## src/rtl/core/pltw_pkg.sv

```systemverilog
`default_nettype none
package pltw_pkg;

   localparam int unsigned ADDR_W    = 64;
   localparam int unsigned VA_W      = 48;
   localparam int unsigned IDX_W     = 9;
   localparam int unsigned OFF_W     = 12;
   localparam int unsigned LEVEL_W   = 3;
   localparam int unsigned CSR_IDX_W = 4;

   // register indexes of the csr port
   localparam logic [CSR_IDX_W-1:0] CSR_DIRECT_MAP_BASE  = 4'd0;
   localparam logic [CSR_IDX_W-1:0] CSR_KERNEL_MAP_START = 4'd1;

   // register reset values
   localparam logic [ADDR_W-1:0] RESET_DIRECT_MAP_BASE  = 64'hffff_8880_0000_0000;
   localparam logic [ADDR_W-1:0] RESET_KERNEL_MAP_START = 64'hffff_ffff_8000_0000;

   // frame bits 12..51 of a table entry
   localparam logic [ADDR_W-1:0] FRAME_MASK = 64'h000f_ffff_ffff_f000;

   // walk levels
   localparam logic [1:0]         LEVEL_BOTTOM = 2'd3;
   localparam logic [LEVEL_W-1:0] LEVEL_FINAL  = 3'd4;

   // request function codes
   localparam logic FUNC_TRANSLATE = 1'b0;
   localparam logic FUNC_READ_RSP  = 1'b1;

   typedef enum logic [1:0] {
      KIND_READ = 2'd0,
      KIND_DONE = 2'd1,
      KIND_FAIL = 2'd2
   } kind_type;

   // one result in flight between front and back; address is base + low
   typedef struct packed {
      kind_type             kind;
      logic [ADDR_W-1:0]    base;
      logic [OFF_W-1:0]     low;
      logic [LEVEL_W-1:0]   level;
   } pltw_op_type;

   // 9-bit table index of a virtual address for table level lv
   function automatic logic [IDX_W-1:0] table_index(logic [VA_W-1:0] va, logic [1:0] lv);
      logic [IDX_W-1:0] idx;
      case (lv)
         2'd0:    idx = va[47:39];
         2'd1:    idx = va[38:30];
         2'd2:    idx = va[29:21];
         default: idx = va[20:12];
      endcase
      return idx;
   endfunction

endpackage
`default_nettype wire

```

## src/rtl/core/pltw_req_if.sv

```systemverilog
`default_nettype none
interface pltw_req_if;
   logic        valid;
   logic        ready;
   logic        func;
   logic [63:0] virt_addr;
   logic [63:0] root_pointer;
   logic [63:0] read_data;
   logic        read_ok;

   modport source (output valid, func, virt_addr, root_pointer, read_data, read_ok,
                   input ready);
   modport sink   (input valid, func, virt_addr, root_pointer, read_data, read_ok,
                   output ready);
endinterface
`default_nettype wire

```

## src/rtl/core/pltw_rsp_if.sv

```systemverilog
`default_nettype none
interface pltw_rsp_if;
   import pltw_pkg::*;
   logic        valid;
   logic        ready;
   kind_type    kind;
   logic [63:0] address;
   logic [2:0]  level;

   modport source (output valid, kind, address, level, input ready);
   modport sink   (input valid, kind, address, level, output ready);
endinterface
`default_nettype wire

```

## src/rtl/core/pltw_csr_if.sv

```systemverilog
`default_nettype none
interface pltw_csr_if;
   logic        valid;
   logic        ready;
   logic [3:0]  index;
   logic [63:0] data;

   modport source (output valid, index, data, input ready);
   modport sink   (input valid, index, data, output ready);
endinterface
`default_nettype wire

```

## src/rtl/core/pltw_front.sv

```systemverilog
`default_nettype none
module pltw_front (
   input  wire                  clock,
   input  wire                  reset,
   pltw_req_if.sink             req_bus,
   pltw_csr_if.sink             csr_bus,
   input  wire                  push_ready,
   output logic                 push_valid,
   output pltw_pkg::pltw_op_type push_op
);
   import pltw_pkg::*;

   logic [ADDR_W-1:0] dmb_ff, dmb_in;
   logic [ADDR_W-1:0] kms_ff, kms_in;
   logic              active_ff, active_in;
   logic [1:0]        level_ff, level_in;
   logic [VA_W-1:0]   va_ff, va_in;

   logic              accept;
   logic              has_result;
   logic [1:0]        next_level;
   logic [ADDR_W-1:0] phys_root;
   logic [ADDR_W-1:0] frame;

   assign csr_bus.ready = 1'b1;
   assign req_bus.ready = push_ready;
   assign accept        = req_bus.valid && push_ready;
   assign push_valid    = accept && has_result;

   // root conversion and entry frame
   assign phys_root  = (req_bus.root_pointer >= kms_ff) ? '0 : req_bus.root_pointer - dmb_ff;
   assign frame      = req_bus.read_data & FRAME_MASK;
   assign next_level = level_ff + 2'd1;

   // classify the request and form the pending result
   always_comb begin
      dmb_in     = dmb_ff;
      kms_in     = kms_ff;
      active_in  = active_ff;
      level_in   = level_ff;
      va_in      = va_ff;
      has_result = 1'b0;
      push_op    = '{kind: KIND_FAIL, base: '0, low: '0, level: '0};

      if (csr_bus.valid) begin
         case (csr_bus.index)
            CSR_DIRECT_MAP_BASE:  dmb_in = csr_bus.data;
            CSR_KERNEL_MAP_START: kms_in = csr_bus.data;
            default: ;
         endcase
      end

      if (req_bus.func == FUNC_TRANSLATE) begin
         has_result    = 1'b1;
         push_op.kind  = KIND_READ;
         push_op.base  = phys_root;
         push_op.low   = {table_index(req_bus.virt_addr[VA_W-1:0], 2'd0), 3'b000};
         push_op.level = '0;
         if (accept) begin
            active_in = 1'b1;
            level_in  = '0;
            va_in     = req_bus.virt_addr[VA_W-1:0];
         end
      end else if (active_ff) begin
         has_result = 1'b1;
         if (!req_bus.read_ok) begin
            // failed read ends the walk
            push_op.kind  = KIND_FAIL;
            push_op.level = {1'b0, level_ff};
            if (accept) begin
               active_in = 1'b0;
            end
         end else if (level_ff != LEVEL_BOTTOM) begin
            push_op.kind  = KIND_READ;
            push_op.base  = frame;
            push_op.low   = {table_index(va_ff, next_level), 3'b000};
            push_op.level = {1'b0, next_level};
            if (accept) begin
               level_in = next_level;
            end
         end else begin
            // frame low bits are zero, so the add merges the page offset
            push_op.kind  = KIND_DONE;
            push_op.base  = frame;
            push_op.low   = va_ff[OFF_W-1:0];
            push_op.level = LEVEL_FINAL;
            if (accept) begin
               active_in = 1'b0;
               level_in  = '0;
            end
         end
      end
   end

   // walk state and registers
   always_ff @(posedge clock) begin
      if (reset) begin
         dmb_ff    <= RESET_DIRECT_MAP_BASE;
         kms_ff    <= RESET_KERNEL_MAP_START;
         active_ff <= 1'b0;
         level_ff  <= '0;
         va_ff     <= '0;
      end else begin
         dmb_ff    <= dmb_in;
         kms_ff    <= kms_in;
         active_ff <= active_in;
         level_ff  <= level_in;
         va_ff     <= va_in;
      end
   end

endmodule
`default_nettype wire

```

## src/rtl/core/pltw_queue.sv

```systemverilog
`default_nettype none
module pltw_queue #(
   parameter int unsigned DEPTH = 2
) (
   input  wire                   clock,
   input  wire                   reset,
   input  wire                   push_valid,
   input  pltw_pkg::pltw_op_type push_op,
   output logic                  push_ready,
   output logic                  pop_valid,
   output pltw_pkg::pltw_op_type pop_op,
   input  wire                   pop_ready
);
   import pltw_pkg::*;

   localparam int unsigned PTR_W = (DEPTH > 1) ? $clog2(DEPTH) : 1;
   localparam int unsigned CNT_W = $clog2(DEPTH + 1);

   pltw_op_type        slot_ff [DEPTH];
   logic [PTR_W-1:0]   wr_ptr_ff, wr_ptr_in;
   logic [PTR_W-1:0]   rd_ptr_ff, rd_ptr_in;
   logic [CNT_W-1:0]   count_ff, count_in;
   logic               do_push;
   logic               do_pop;

   assign push_ready = (count_ff != CNT_W'(DEPTH));
   assign pop_valid  = (count_ff != '0);
   assign pop_op     = slot_ff[rd_ptr_ff];
   assign do_push    = push_valid && push_ready;
   assign do_pop     = pop_valid && pop_ready;

   // pointer and fill count update
   always_comb begin
      wr_ptr_in = wr_ptr_ff;
      rd_ptr_in = rd_ptr_ff;
      count_in  = count_ff;
      if (do_push) begin
         wr_ptr_in = (wr_ptr_ff == PTR_W'(DEPTH - 1)) ? '0 : wr_ptr_ff + PTR_W'(1);
      end
      if (do_pop) begin
         rd_ptr_in = (rd_ptr_ff == PTR_W'(DEPTH - 1)) ? '0 : rd_ptr_ff + PTR_W'(1);
      end
      if (do_push && !do_pop) begin
         count_in = count_ff + CNT_W'(1);
      end else if (do_pop && !do_push) begin
         count_in = count_ff - CNT_W'(1);
      end
   end

   always_ff @(posedge clock) begin
      if (reset) begin
         wr_ptr_ff <= '0;
         rd_ptr_ff <= '0;
         count_ff  <= '0;
      end else begin
         wr_ptr_ff <= wr_ptr_in;
         rd_ptr_ff <= rd_ptr_in;
         count_ff  <= count_in;
      end
   end

   // storage slots
   always_ff @(posedge clock) begin
      if (do_push) begin
         slot_ff[wr_ptr_ff] <= push_op;
      end
   end

endmodule
`default_nettype wire

```

## src/rtl/core/pltw_back.sv

```systemverilog
`default_nettype none
module pltw_back (
   input  wire                   clock,
   input  wire                   reset,
   input  wire                   pop_valid,
   input  pltw_pkg::pltw_op_type pop_op,
   output logic                  pop_ready,
   pltw_rsp_if.source            rsp_bus
);
   import pltw_pkg::*;

   logic              valid_ff, valid_in;
   kind_type          kind_ff;
   logic [ADDR_W-1:0] addr_ff;
   logic [LEVEL_W-1:0] level_ff;
   logic              load;

   assign pop_ready = !valid_ff || rsp_bus.ready;
   assign load      = pop_valid && pop_ready;
   assign valid_in  = load || (valid_ff && !rsp_bus.ready);

   // output valid
   always_ff @(posedge clock) begin
      if (reset) begin
         valid_ff <= 1'b0;
      end else begin
         valid_ff <= valid_in;
      end
   end

   // final address add and output register
   always_ff @(posedge clock) begin
      if (load) begin
         kind_ff  <= pop_op.kind;
         addr_ff  <= pop_op.base + {{(ADDR_W - OFF_W){1'b0}}, pop_op.low};
         level_ff <= pop_op.level;
      end
   end

   assign rsp_bus.valid   = valid_ff;
   assign rsp_bus.kind    = kind_ff;
   assign rsp_bus.address = addr_ff;
   assign rsp_bus.level   = level_ff;

endmodule
`default_nettype wire

```

## src/rtl/core/four_level_page_table_walker.sv

```systemverilog
`default_nettype none
// an accepted request is written into a queue slot and later loaded into the output
// register that drives the response; a stalled response holds back both
// throughput: one request per cycle while the queue has room; each response costs only
// a mask and one add; the walk rate is set by the memory round trip outside the block
// reset clears the walk state, empties the queue and output register, and
// restores both csr registers to their default values
module four_level_page_table_walker #(
   parameter int unsigned QUEUE_DEPTH = 2
) (
   input  wire        clock,
   input  wire        reset,
   pltw_req_if.sink   req_bus,
   pltw_rsp_if.source rsp_bus,
   pltw_csr_if.sink   csr_bus
);
   import pltw_pkg::*;

   logic        push_valid;
   logic        push_ready;
   pltw_op_type push_op;
   logic        pop_valid;
   logic        pop_ready;
   pltw_op_type pop_op;

   // classify requests and track the walk
   pltw_front u_front (
      .clock      (clock),
      .reset      (reset),
      .req_bus    (req_bus),
      .csr_bus    (csr_bus),
      .push_ready (push_ready),
      .push_valid (push_valid),
      .push_op    (push_op)
   );

   // decoupling queue
   pltw_queue #(
      .DEPTH (QUEUE_DEPTH)
   ) u_queue (
      .clock      (clock),
      .reset      (reset),
      .push_valid (push_valid),
      .push_op    (push_op),
      .push_ready (push_ready),
      .pop_valid  (pop_valid),
      .pop_op     (pop_op),
      .pop_ready  (pop_ready)
   );

   // address generation and response register
   pltw_back u_back (
      .clock     (clock),
      .reset     (reset),
      .pop_valid (pop_valid),
      .pop_op    (pop_op),
      .pop_ready (pop_ready),
      .rsp_bus   (rsp_bus)
   );

endmodule
`default_nettype wire
```

## src/flat_wrapper.sv

```systemverilog
// flat-port wrapper written by rule: the top's interface ports become plain ports
module four_level_page_table_walker_flat import pltw_pkg::*;
#(
   parameter int unsigned QUEUE_DEPTH = 2
)
  (clock, reset, req_bus_valid, req_bus_func, req_bus_virt_addr, req_bus_root_pointer, req_bus_read_data, req_bus_read_ok, req_bus_ready, rsp_bus_valid, rsp_bus_kind, rsp_bus_address, rsp_bus_level, rsp_bus_ready, csr_bus_valid, csr_bus_index, csr_bus_data, csr_bus_ready);
  pltw_req_if req_bus_i ();
  pltw_rsp_if rsp_bus_i ();
  pltw_csr_if csr_bus_i ();
  input  wire clock;
  input  wire reset;
  input wire logic [$bits(req_bus_i.valid)-1:0] req_bus_valid;
  input wire logic [$bits(req_bus_i.func)-1:0] req_bus_func;
  input wire logic [$bits(req_bus_i.virt_addr)-1:0] req_bus_virt_addr;
  input wire logic [$bits(req_bus_i.root_pointer)-1:0] req_bus_root_pointer;
  input wire logic [$bits(req_bus_i.read_data)-1:0] req_bus_read_data;
  input wire logic [$bits(req_bus_i.read_ok)-1:0] req_bus_read_ok;
  output wire logic [$bits(req_bus_i.ready)-1:0] req_bus_ready;
  output wire logic [$bits(rsp_bus_i.valid)-1:0] rsp_bus_valid;
  output wire logic [$bits(rsp_bus_i.kind)-1:0] rsp_bus_kind;
  output wire logic [$bits(rsp_bus_i.address)-1:0] rsp_bus_address;
  output wire logic [$bits(rsp_bus_i.level)-1:0] rsp_bus_level;
  input wire logic [$bits(rsp_bus_i.ready)-1:0] rsp_bus_ready;
  input wire logic [$bits(csr_bus_i.valid)-1:0] csr_bus_valid;
  input wire logic [$bits(csr_bus_i.index)-1:0] csr_bus_index;
  input wire logic [$bits(csr_bus_i.data)-1:0] csr_bus_data;
  output wire logic [$bits(csr_bus_i.ready)-1:0] csr_bus_ready;
  assign req_bus_i.valid = req_bus_valid;
  assign req_bus_i.func = req_bus_func;
  assign req_bus_i.virt_addr = req_bus_virt_addr;
  assign req_bus_i.root_pointer = req_bus_root_pointer;
  assign req_bus_i.read_data = req_bus_read_data;
  assign req_bus_i.read_ok = req_bus_read_ok;
  assign req_bus_ready = req_bus_i.ready;
  assign rsp_bus_valid = rsp_bus_i.valid;
  assign rsp_bus_kind = rsp_bus_i.kind;
  assign rsp_bus_address = rsp_bus_i.address;
  assign rsp_bus_level = rsp_bus_i.level;
  assign rsp_bus_i.ready = rsp_bus_ready;
  assign csr_bus_i.valid = csr_bus_valid;
  assign csr_bus_i.index = csr_bus_index;
  assign csr_bus_i.data = csr_bus_data;
  assign csr_bus_ready = csr_bus_i.ready;
  four_level_page_table_walker #(.QUEUE_DEPTH(QUEUE_DEPTH)) u_core (.clock(clock), .reset(reset), .req_bus(req_bus_i), .rsp_bus(rsp_bus_i), .csr_bus(csr_bus_i));
endmodule
```

## config.mk

```make
export PLATFORM = sky130hd
export DESIGN_NAME = four_level_page_table_walker_flat
export DESIGN_NICKNAME = d
export VERILOG_FILES = /design/src/rtl/core/pltw_pkg.sv /design/src/rtl/core/pltw_req_if.sv /design/src/rtl/core/pltw_rsp_if.sv /design/src/rtl/core/pltw_csr_if.sv /design/src/rtl/core/pltw_front.sv /design/src/rtl/core/pltw_queue.sv /design/src/rtl/core/pltw_back.sv /design/src/rtl/core/four_level_page_table_walker.sv /design/src/flat_wrapper.sv
export SDC_FILE = /design/constraint.sdc
export NUM_CORES = 1
export LEC_CHECK = 0
export BUFFER_PORTS_ARGS = -buffer_cell sky130_fd_sc_hd__buf_2
export CELL_PAD_IN_SITES_DETAIL_PLACEMENT = 1
export CELL_PAD_IN_SITES_GLOBAL_PLACEMENT = 1
export CORE_MARGIN = 4
export CORE_UTILIZATION = 25
export CTS_CLUSTER_SIZE = 16
export DETAILED_ROUTE_END_ITERATION = 8
export PLACE_DENSITY = 0.48
export SYNTH_ARGS = -nofsm -noshare
export SYNTH_HDL_FRONTEND = slang
export SYNTH_HIERARCHICAL = 1
export SYNTH_SLANG_ARGS = --single-unit
export TNS_END_PERCENT = 30
```

## constraint.sdc

```tcl
create_clock -name clock -period 5.3 [get_ports clock]
set_clock_uncertainty 0.05 [all_clocks]
set_input_delay 1.06 -clock clock [delete_from_list [all_inputs] [get_ports clock]]
set_output_delay 1.06 -clock clock [all_outputs]
set_load 0.02 [all_outputs]
```

==> implementation parameters, run 1 <==
Parameter                              Value

Power
  Part of the power in the clock network ... 33.1%
  Total power ... 10.9 mW
  Leakage power of the design ... 10.8 nW
  Worst IR drop on VDD ... 309 uV
  Sw Share ... 33.3%
  Power Internal ... 7.28 mW
  Share of power burned in registers ... 38.8%
  Ratio of total power to cell area ... 399 nW/um^2
  Fraction of power consumed by combinational cells ... 28.1%
  Net switching power ... 3.63 mW

Placement
  Cell area after placement ... 25600 sq um
  Final estimated routing congestion in global placement ... 0.841
  Port Buffers ... 297
  DPL Wire Length ... 62.5 mm

Synth
  Fraction of the yosys area taken by sequential cells ... 46.3%
  Post-synthesis instance area ... 23000 sq um
  Net count after synthesis ... 2854
  Dominant synthesized flop cell ... edfxtp_1
  Async set-or-reset flop fraction in the synthesized netlist ... 0%
  Mean post-synth cell area ... 9.41 sq um
  Count of unique library cells instantiated by Yosys ... 93
  Number of enable-type register cells in the synthesized netlist ... 231
  Warnings from Yosys ... 6
  Register bit count reported by yosys ... 416
  Synthesized instance count ... 2440

Clock tree
  Hold buffer count at CTS ... 0
  Clock Pin Slew Worst Setup and Hold Paths ... 0.05 ns
  Latest clock arrival within the worst-skew pair ... 0.62 ns
  Gates resized, CTS repair ... 0
  Count of clock tree sinks ... 416
  Clk root buf ... clkbuf_16
  Maximum buffer depth of the clock tree ... 3
  Post CTS Setup Buffer Count ... 0
  Maximum level of the CTS H-tree ... 2
  Number of clock buffers inserted by TritonCTS ... 52
  CTS tree ... done

Timing
  Final sum of negative setup slack ... 0 ns
  Final Critical Period ... 3.95 ns
  RSZ-0062 raised after global routing ... no
  Final setup violation count ... 0
  Post-route clock period utilization ... 74.5%
  Fmax achieved ... 253 MHz
  Slew margin rel. ... 32.5%
  Slew at the pin closest to its max-slew limit ... 1.01 ns
  Total count of hold-check failures in the final report ... 0
  Max-slew violation count ... 0
  Worst hold margin ... 0.403 ns

Floorplan
  Die height ... 311 um
  Full die area ... 96800 sq um
  Total number of placement rows ... 110
  Placeable core area ... 90600 sq um
  X dimension of the die ... 311 um
  Initial standard-cell utilization of the core ... 25.4%
  Ports ... 339

Worst setup path
  Endpoint of the lowest-slack register-to-register path ... u_core/u_back/rsp_bus.address[63]
  Slowest library cell on the worst path ... a221oi_4
  Arrival time worst endpoint ... 4.28 ns
  Setup slack of the worst register-to-register path ... 1.36 ns
  Critical path, cell by cell ... buf_2 -> ha_1 -> and3_1 -> and3_1 -> a211oi_4 -> a21oi_1 -> a21oi_2 -> o211ai_2 -> a221oi_4 -> o31ai_1 -> a21oi_1 -> mux2i_1
  Startpoint class of the critical path ... input pin
  Delay contributed by the slowest stage of the critical path ... 0.39 ns
  Path depth of the worst reg2reg path ... 8
  Worst Path Class, Setup ... input pin to register
  Maximum net fanout on the critical path ... 6
  Crit path required time ... 5.63 ns
  Kind of end point of the critical path ... register

Global routing
  Pin count of the biggest net entering global routing ... 129
  Wire length of the first global-routing pass ... 122 mm
  Via count of the first global-routing pass ... 19700
  Initial antenna violation count ... 16
  Total global-route track usage ... 16.2%
  Leftover overflow at the end of global routing ... 0

Worst hold path
  Startpoint of the worst hold path ... u_core/u_front/kms_ff[2]
  Number of cells traversed by the worst hold path ... 2
  Class of the tightest hold or removal check ... register to register
  Endpoint of the worst hold-timing path ... u_core/u_front/kms_ff[2]

Final layout
  Final-stage net count ... 3106
  Leading cell type in the layout, fill and taps excluded ... nand2_1
  Final cell area excluding filler cells ... 27300 sq um
  Commonest non-fill, non-tap cells in the layout ... 451 x nand2_1, 296 x buf_2, 255 x a21oi_1
  Share of post-route cells with drive strength above 1 ... 19.3%
  Area growth from synthesis to final layout ... 18.9%

Route
  DR top layer ... met5
  Metal2 WL ... 34.8 mm
  Number of DRC markers in iteration 0 ... 856
  Detailed-route wire length on metal 1 ... 40.9 mm
  Iteration count of the initial detailed-routing pass ... 7
  Met3 routed wirelength ... 3.04 mm
  Ratio of routed vias to standard cells ... 4.74
  Routed length per placed instance ... 20.5 um
  Post-detailed-routing wire length ... 80.3 mm
  Number of vias after detailed routing ... 18500
  Post-detailed-route count of antenna-violating nets ... 0
  Detailed-route DRC error count ... 0

Job
  Max-cap check violation count ... 0

Outcome
  Status ... finished clean
cells by family after synthesis:
kind of cell | Yosys count | synth area share (%)
DFF | 416 | 46.3
muxes | 86 | 4.20
adders and majority gates | 147 | 8.07
xor gates and xnor gates | 119 | 4.57
buffers and inverters | 283 | 5.10
and+or+nand+nor | 840 | 16.9
AOI/OAI and AO/OA | 548 | 14.8
other | 1 | 0.0163
flip-flops by register name, indices dropped and copies added (netlist names), named ones only:
name,cells
u_core/u_queue/wr_ptr_ff,1
u_core/u_front/active_ff,1
u_core/u_queue/slot_ff,162
u_core/u_back/rsp_bus.valid,1
u_core/u_front/dmb_ff,64
u_core/u_back/rsp_bus.kind,2
u_core/u_front/kms_ff,64
u_core/u_queue/rd_ptr_ff,1
u_core/u_queue/count_ff,2
u_core/u_front/level_ff,2
u_core/u_front/va_ff,48
u_core/u_back/rsp_bus.address,64
u_core/u_back/rsp_bus.level,3
power groups by stage:
stage | clock [mW] | sequential (mW) | combinational, mW
2_1_floorplan | 0 | 4.54 | 1.76
3_3_place_gp | 0 | 4.29 | 3.07
3_5_place_dp | 0 | 4.30 | 3.11
4_1_cts | 3.76 | 4.24 | 3.13
5_1_grt | 3.88 | 4.27 | 3.37
6_report | 3.61 | 4.23 | 3.07
critical path: cells and delay by family:
kind            cells  cell delay [ns]
simple gates        2             0.44
buf+inv             1             0.12
compound gates      7             1.94
fa+ha+maj           1             0.38
mux                 1             0.34
worst max-delay path by stage:
| stage | from | to | slack, ns | cells after the start |
|---|---|---|---|---|
| after floorplan | req_bus_func | u_core/u_queue/slot_ff[1][0] | 1.18 | 4 |
| after global placement | req_bus_root_pointer[0] | u_core/u_queue/slot_ff[0][75] | 0.77 | 14 |
| after detailed placement | req_bus_root_pointer[0] | u_core/u_queue/slot_ff[1][75] | 0.72 | 14 |
| after CTS | register | u_core/u_back/rsp_bus.address[63] | 1.19 | 8 |
| after global routing | req_bus_root_pointer[0] | u_core/u_queue/slot_ff[0][75] | 1.07 | 14 |
| final | req_bus_root_pointer[6] | u_core/u_queue/slot_ff[0][74] | 1.35 | 12 |
synthesized netlist by cell type, types with 18 or more instances:
cell / number / area, sq um
a21o_1: 41 / 308
nor4_1: 18 / 113
o21ai_0: 96 / 480
nand3b_1: 37 / 278
and3_1: 21 / 131
inv_1: 165 / 619
mux2_2: 82 / 923
ha_1: 145 / 1810
nor3_1: 26 / 130
xnor2_1: 46 / 403
nor2_1: 128 / 480
xor2_1: 72 / 631
clkbuf_1: 85 / 319
dfxtp_1: 185 / 3700
a211o_1: 24 / 210
nand3_1: 32 / 160
edfxtp_1: 231 / 6940
nand2_1: 452 / 1700
a21oi_1: 255 / 1280
nand4_1: 42 / 263
metrics by stage:
stage                     util, %  setup WS (ns)  instances
after floorplan                 -           1.18       2440
after global placement       28.2          0.770       3814
after detailed placement     28.2          0.721       3814
after CTS                    30.2           1.19       3905
after global routing         30.2           1.07       3907
final                        30.2           1.35       3908
layout make-up:
cell class	count	area, sq um
fillers	10400	63200
multi-input cells	1741	11200
flip-flops and latches	416	10600
repair buffers	316	1670
well taps	1176	1470
clock buffers	65	1390
inverters	165	621
clock inverters	26	339
diodes	3	7.51
metal layers:
metal	vias to the layer above	GRT usage [%]
met5	-	0
met4	2	3.42
met1	8971	23.7
li1	9076	-
met3	100	2.27
met2	362	25.2
(Power assumes the default switching activity.)
==> inputs of run 2 (changes only) <==
- ABC_AREA: default -> 1
- PLACE_DENSITY: 0.48 -> 0.51
- clock period: 5.3 -> 3.6 ns (I/O delays scaled with it)
==> run 2 against run 1 <==
  * Non-clock buffer count is 15 higher
  * Hold slack worse by 0.16 ns
  * Critical endpoint is now u_core/u_back/rsp_bus.address[28]
  * Sequential share of layout area fell by 4.8 points
  * Die area rose by 14%
==> implementation parameters, run 2 <==
Parameter                              Value

Outcome
  Status ... finished clean

Synth
  Synthesized instance count ... 3453
  Top cells by area, synth ... edfxtp_1 26%, nand2_1 14%, dfxtp_1 14%, inv_1 7.6%, ha_1 6.9%
  Net count after synthesis ... 3867
  Fraction of the yosys area taken by sequential cells ... 40.4%
  Post-synthesis instance area ... 26400 sq um
  Async set-or-reset flop fraction in the synthesized netlist ... 0%
  Count of unique library cells instantiated by Yosys ... 51
  Number of enable-type register cells in the synthesized netlist ... 231
  Register bit count reported by yosys ... 416
  Post-synthesis cell type with the largest combined area ... edfxtp_1
  Warnings from Yosys ... 6
  Mean post-synth cell area ... 7.63 sq um
  Most used standard cells in the synthesized netlist ... 989 x nand2_1, 533 x inv_1, 284 x nor2_1
  Count leader, synth ... nand2_1
  Dominant synthesized flop cell ... edfxtp_1
  Area share of the largest cell type after synthesis ... 26.3%

Timing
  Final Critical Period ... 3.11 ns
  Slew at the pin closest to its max-slew limit ... 0.907 ns
  Worst hold margin ... 0.243 ns
  Slew margin rel. ... 39.6%
  Final setup violation count ... 0
  Total count of hold-check failures in the final report ... 0
  Slack of the critical path ... 0.487 ns
  Final sum of negative setup slack ... 0 ns
  Post-route clock period utilization ... 86.5%
  Fmax achieved ... 321 MHz
  Max-slew violation count ... 0
  RSZ-0062 raised after global routing ... no

Power
  Sw Share ... 37.2%
  Part of the power in the clock network ... 28.2%
  Leakage power of the design ... 14.8 nW
  Power Internal ... 11.1 mW
  Fraction of power consumed by combinational cells ... 35.8%
  Net switching power ... 6.60 mW
  Ratio of total power to cell area ... 570 nW/um^2
  Share of power burned in registers ... 36.0%
  Worst IR drop on VDD ... 434 uV
  Total power ... 17.7 mW

Worst setup path
  Critical path, cell by cell ... buf_12 -> mux2_4 -> ha_1 -> nand3_1 -> nand3_1 -> nand2_1 -> nand2_1 -> nand2_1 -> nand2_2 -> nand2_1 -> xnor2_1
  Worst Path Class, Setup ... register to register
  Maximum net fanout on the critical path ... 16
  Slowest library cell on the worst path ... dfxtp_4
  Top cell by count, worst path ... nand2_1
  Crit path required time ... 3.95 ns
  Kind of end point of the critical path ... register
  Delay contributed by the slowest stage of the critical path ... 0.56 ns
  Startpoint class of the critical path ... register
  Arrival time worst endpoint ... 3.46 ns

Final layout
  Number of flip-flops in the largest register ... 162
  Area growth from synthesis to final layout ... 18.1%
  Number of filler cells placed in the layout ... 12800
  Biggest register ... u_core/u_queue/slot_ff
  Leading cell type in the layout, fill and taps excluded ... nand2_1
  Final-stage net count ... 4167
  Commonest non-fill, non-tap cells in the layout ... 989 x nand2_1, 531 x inv_1, 297 x buf_2
  Share of post-route cells with drive strength above 1 ... 16.6%

Route
  Routed length per placed instance ... 18.4 um
  Iteration count of the initial detailed-routing pass ... 4
  Ratio of routed vias to standard cells ... 4.40
  Number of DRC markers in iteration 0 ... 849
  Post-detailed-routing wire length ... 95.1 mm
  Met3 routed wirelength ... 2.59 mm
  DR top layer ... met4
  Post-detailed-route count of antenna-violating nets ... 0
  Detailed-route DRC error count ... 0
  Number of vias after detailed routing ... 22800
  Metal2 WL ... 43.9 mm
  Detailed-route wire length on metal 1 ... 47.1 mm

Clock tree
  CTS tree ... done
  Latest clock arrival within the worst-skew pair ... 0.65 ns
  Clk root buf ... clkbuf_16
  Maximum buffer depth of the clock tree ... 3
  Count of clock tree sinks ... 416
  Number of clock buffers inserted by TritonCTS ... 50
  Clock Pin Slew Worst Setup and Hold Paths ... 0.06 ns
  Maximum level of the CTS H-tree ... 2
  Gates resized, CTS repair ... 0
  Post CTS Setup Buffer Count ... 0
  Hold buffer count at CTS ... 0

Global routing
  Leftover overflow at the end of global routing ... 0
  Pin count of the biggest net entering global routing ... 92
  Wire length of the first global-routing pass ... 143 mm
  Total global-route track usage ... 16.8%
  Initial antenna violation count ... 2
  Via count of the first global-routing pass ... 23400

Placement
  DPL Wire Length ... 79.0 mm
  Final estimated routing congestion in global placement ... 0.846
  Pre-CTS setup slack ... 0.297 ns
  Port Buffers ... 297

Worst hold path
  Startpoint of the worst hold path ... req_bus_virt_addr[14]
  Class of the tightest hold or removal check ... input pin to register

Floorplan
  Initial standard-cell utilization of the core ... 25.3%
  Total number of placement rows ... 118
  X dimension of the die ... 333 um
  Placeable core area ... 104000 sq um
  Ports ... 339
  Die height ... 333 um
  Full die area ... 111000 sq um

Job
  Max-cap check violation count ... 0
## run 2: cell families after synthesis
group / count (synthesis) / share of synthesized area, %
flops: 416 / 40.4
fa+ha+maj: 147 / 7.04
mux: 81 / 4.60
xor+xnor: 64 / 2.13
buf+inv: 643 / 9.91
compound gates: 506 / 10.1
other cells: 1 / 0.0142
simple gates: 1595 / 25.9
## run 2: worst max-delay path: cells and delay by family, from the launching register on
family	cells	cell delay [ns]
and+or+nand+nor	7	0.92
muxes	1	0.34
adders and majority gates	1	0.41
DFF	1	0.56
buffers and inverters	1	0.21
xor gates and xnor gates	1	0.37
## run 2: stage by stage
stage | util [%] | cell area, sq um | std cells
4_1_cts | 29.9 | 31100 | 5172
5_1_grt | 29.9 | 31100 | 5172
3_5_place_dp | 28.3 | 29500 | 5081
2_1_floorplan | - | 26400 | 3453
6_report | 29.9 | 31100 | 5174
3_3_place_gp | 28.3 | 29500 | 5081
## run 2: power by group through the flow
stage,logic (mW),clock network (mW),registers (mW)
after floorplan,3.73,0,6.99
after global placement,6.41,0,6.50
after detailed placement,6.47,0,6.52
after CTS,6.48,5.22,6.42
after global routing,7.01,5.40,6.48
final,6.35,5.00,6.39
## run 2: final cells by class
| type | instances | area, sq um | share of cell area [%] |
|---|---|---|---|
| multi-input combinational | 2394 | 13100 | 42.2 |
| sequential | 416 | 10600 | 34.2 |
| inverter | 560 | 2100 | 6.76 |
| timing repair buffer | 331 | 1870 | 6.00 |
| tap | 1380 | 1730 | 5.55 |
| clock buffer | 69 | 1390 | 4.48 |
| clock inverter | 22 | 238 | 0.764 |
| antenna | 2 | 5.00 | 0.0161 |
## run 2: metal layers
layer	GRT usage, %	up-vias
met4	3.06	0
met2	27.7	287
li1	-	11700
met3	2.19	85
met1	23.8	10700
met5	0	-
## run 2: worst paths after layout
| kind | depth (start not counted) | to | slack, ns |
|---|---|---|---|
| setup / recovery | 11 | u_core/u_back/rsp_bus.address[28] | 0.49 |
| hold reg to reg | 2 | u_core/u_front/dmb_ff[16] | 0.41 |
| setup reg to reg | 11 | u_core/u_back/rsp_bus.address[28] | 0.49 |
| hold / removal | 3 | u_core/u_front/va_ff[14] | 0.24 |
==> inputs of run 3 (changes only) <==
- PLACE_DENSITY: 0.51 -> 0.52
- SYNTH_HIERARCHICAL: 1 -> default
==> run 3 against run 2 <==
  * Clock-buffer cell count rose by 1
  * Maximum frequency fell by 1.7%
  * Register-to-register slack got worse by 0.05 ns
  * Die area fell by 3.8%
  * Clock power barely moved
  * Non-clock buffer count rose by 75
  * First-iteration DRC count rose by 10%
  * Via count rose by 0.18%
  * Hold slack improved by 0.0099 ns
  * Wire length fell by 1.9%
  * Critical endpoint is now u_core.u_back.rsp_bus.address[63]
  * Highest routed layer is now met5
==> implementation parameters, run 3 <==
Parameter                              Value

Outcome
  Status ... finished clean

Clock tree
  Maximum buffer depth of the clock tree ... 3
  Number of clock buffers inserted by TritonCTS ... 51
  Post CTS Setup Buffer Count ... 0
  Hold buffer count at CTS ... 0
  Gates resized, CTS repair ... 0
  Clock Pin Slew Worst Setup and Hold Paths ... 0.06 ns
  Latest clock arrival within the worst-skew pair ... 0.65 ns
  Maximum level of the CTS H-tree ... 2
  Count of clock tree sinks ... 413
  Clk root buf ... clkbuf_16
  CTS tree ... done

Global routing
  Wire length of the first global-routing pass ... 140 mm
  Total global-route track usage ... 17.2%
  Via count of the first global-routing pass ... 23300
  Pin count of the biggest net entering global routing ... 107
  Initial antenna violation count ... 3
  Leftover overflow at the end of global routing ... 0

Timing
  Final Critical Period ... 3.17 ns
  RSZ-0062 raised after global routing ... no
  Slew margin rel. ... 34.8%
  Total count of hold-check failures in the final report ... 0
  Max-slew violation count ... 0
  Final sum of negative setup slack ... 0 ns
  Final setup violation count ... 0
  Fmax achieved ... 316 MHz
  Post-route clock period utilization ... 88.0%
  Worst hold margin ... 0.253 ns
  Slew at the pin closest to its max-slew limit ... 0.976 ns

Placement
  Final estimated routing congestion in global placement ... 0.851
  Port Buffers ... 297
  DPL Wire Length ... 77.3 mm

Route
  Detailed-route DRC error count ... 0
  Routed length per placed instance ... 18.0 um
  Number of vias after detailed routing ... 22800
  Number of DRC markers in iteration 0 ... 935
  Post-detailed-routing wire length ... 93.3 mm
  Post-detailed-route count of antenna-violating nets ... 0
  Ratio of routed vias to standard cells ... 4.40
  Iteration count of the initial detailed-routing pass ... 5

Power
  Worst IR drop on VDD ... 333 uV
  Ratio of total power to cell area ... 567 nW/um^2
  Leakage power of the design ... 14.1 nW

Synth
  Most used standard cells in the synthesized netlist ... 934 x nand2_1, 557 x inv_1, 300 x a21oi_1
  Number of enable-type register cells in the synthesized netlist ... 228
  Count leader, synth ... nand2_1
  Top cells by area, synth ... edfxtp_1 27%, dfxtp_1 15%, nand2_1 14%, inv_1 8.3%, ha_1 7.2%
  Mean post-synth cell area ... 7.40 sq um
  Count of unique library cells instantiated by Yosys ... 53
  Post-synthesis cell type with the largest combined area ... edfxtp_1
  Fraction of the yosys area taken by sequential cells ... 41.6%
  Dominant synthesized flop cell ... edfxtp_1
  Net count after synthesis ... 3837
  Synthesized instance count ... 3423
  Warnings from Yosys ... 0
  Post-synthesis instance area ... 25300 sq um
  Async set-or-reset flop fraction in the synthesized netlist ... 0%
  Area share of the largest cell type after synthesis ... 27.0%
  Register bit count reported by yosys ... 413

Floorplan
  Initial standard-cell utilization of the core ... 25.3%
  Ports ... 339
  Die height ... 326 um
  X dimension of the die ... 326 um
  Total number of placement rows ... 116
  Full die area ... 106000 sq um
  Placeable core area ... 100000 sq um

Worst setup path
  Worst Path Class, Setup ... register to register
  Setup slack of the worst register-to-register path ... 0.43 ns
  Kind of end point of the critical path ... register
  Path depth of the worst reg2reg path ... 15
  Crit path required time ... 3.93 ns
  Startpoint class of the critical path ... register
  Arrival time worst endpoint ... 3.50 ns
  Maximum net fanout on the critical path ... 19
  Endpoint of the lowest-slack register-to-register path ... u_core.u_back.rsp_bus.address[63]

Worst hold path
  Class of the tightest hold or removal check ... input pin to register
  Endpoint of the worst hold-timing path ... u_core.u_front.kms_ff[40]
  Startpoint of the worst hold path ... csr_bus_data[40]
  Number of cells traversed by the worst hold path ... 3

Final layout
  Area growth from synthesis to final layout ... 21.0%
  Final-stage net count ... 4201
  Commonest non-fill, non-tap cells in the layout ... 934 x nand2_1, 554 x inv_1, 300 x a21oi_1
  Share of post-route cells with drive strength above 1 ... 14.9%
  Biggest register ... u_core.u_queue.slot_ff
  Number of flip-flops in the largest register ... 160
  Utilization after layout ... 30.6%
  Leading cell type in the layout, fill and taps excluded ... nand2_1

Job
  Max-cap check violation count ... 0
[run 3: per-stage QoR]
step           instances  worst slack [ns]  power (mW)  area (sq um)
2_1_floorplan       3423            -0.349        10.1         25300
3_3_place_gp        5091             0.286        12.6         29000
3_5_place_dp        5091             0.260        12.6         29000
4_1_cts             5186             0.313        17.7         30700
5_1_grt             5186            0.0954        18.6         30700
6_report            5187             0.432        17.4         30700
[run 3: how the worst max path moves through the flow]
stage / from / endpoint / slack (ns) / cells past startpoint
3_5_place_dp: req_bus_root_pointer[15] / u_core.u_queue.slot_ff[1][49] / 0.26 / 15
3_3_place_gp: req_bus_root_pointer[15] / u_core.u_queue.slot_ff[1][49] / 0.29 / 15
2_1_floorplan: req_bus_valid / u_core.u_queue.slot_ff[1][0] / -0.35 / 5
5_1_grt: register / u_core.u_back.rsp_bus.address[63] / 0.1 / 15
4_1_cts: register / u_core.u_back.rsp_bus.address[63] / 0.31 / 15
6_report: register / u_core.u_back.rsp_bus.address[63] / 0.43 / 15
[run 3: cells by family after synthesis]
family / Yosys count / share of synthesized area, %
and+or+nand+nor: 1477 / 24.0
buffers and inverters: 660 / 10.2
muxes: 30 / 1.32
adders and majority gates: 147 / 7.32
xor gates and xnor gates: 87 / 3.01
other: 1 / 0.0148
DFF: 413 / 41.6
AOI/OAI and AO/OA: 608 / 12.6
[run 3: cell type report]
type / instances / area, sq um
fillers: 12300 / 69600
repair buffers: 406 / 2430
well taps: 1357 / 1700
flip-flops and latches: 413 / 10600
multi-input cells: 2350 / 12200
diodes: 1 / 2.50
clock buffers: 70 / 1410
clock inverters: 25 / 206
inverters: 565 / 2120
[run 3: critical path, stage by stage (launching register included)]
cell,delay (ns)
dfxtp_4,0.52
buf_12,0.19
mux2_2,0.35
ha_1,0.37
nand2_1,0.12
nor2_1,0.25
inv_1,0.07
nor2_1,0.14
nand2_1,0.07
nand3_1,0.10
nand2_1,0.06
nand2_1,0.13
nand2_1,0.13
nor2_1,0.17
buf_4,0.15
xor2_1,0.06
[run 3: per-layer routing]
layer	routed length (um)	GRT usage, %	vias up	part of all wire [%]
met1	45900	24.1	10700	49
met5	34	0	-	0.036
li1	-	-	11700	-
met2	42700	28.6	295	46
met3	3210	2.47	89	3.4
met4	1460	3.14	6	1.6
[run 3: power breakdown]
| group | switching (mW) | internal [mW] | total, mW |
|---|---|---|---|
| Combinational | 4.15 | 2.05 | 6.19 |
| Sequential | 0.240 | 5.99 | 6.23 |
| Clock | 2.14 | 2.83 | 4.97 |
| Total | 6.53 | 10.9 | 17.4 |
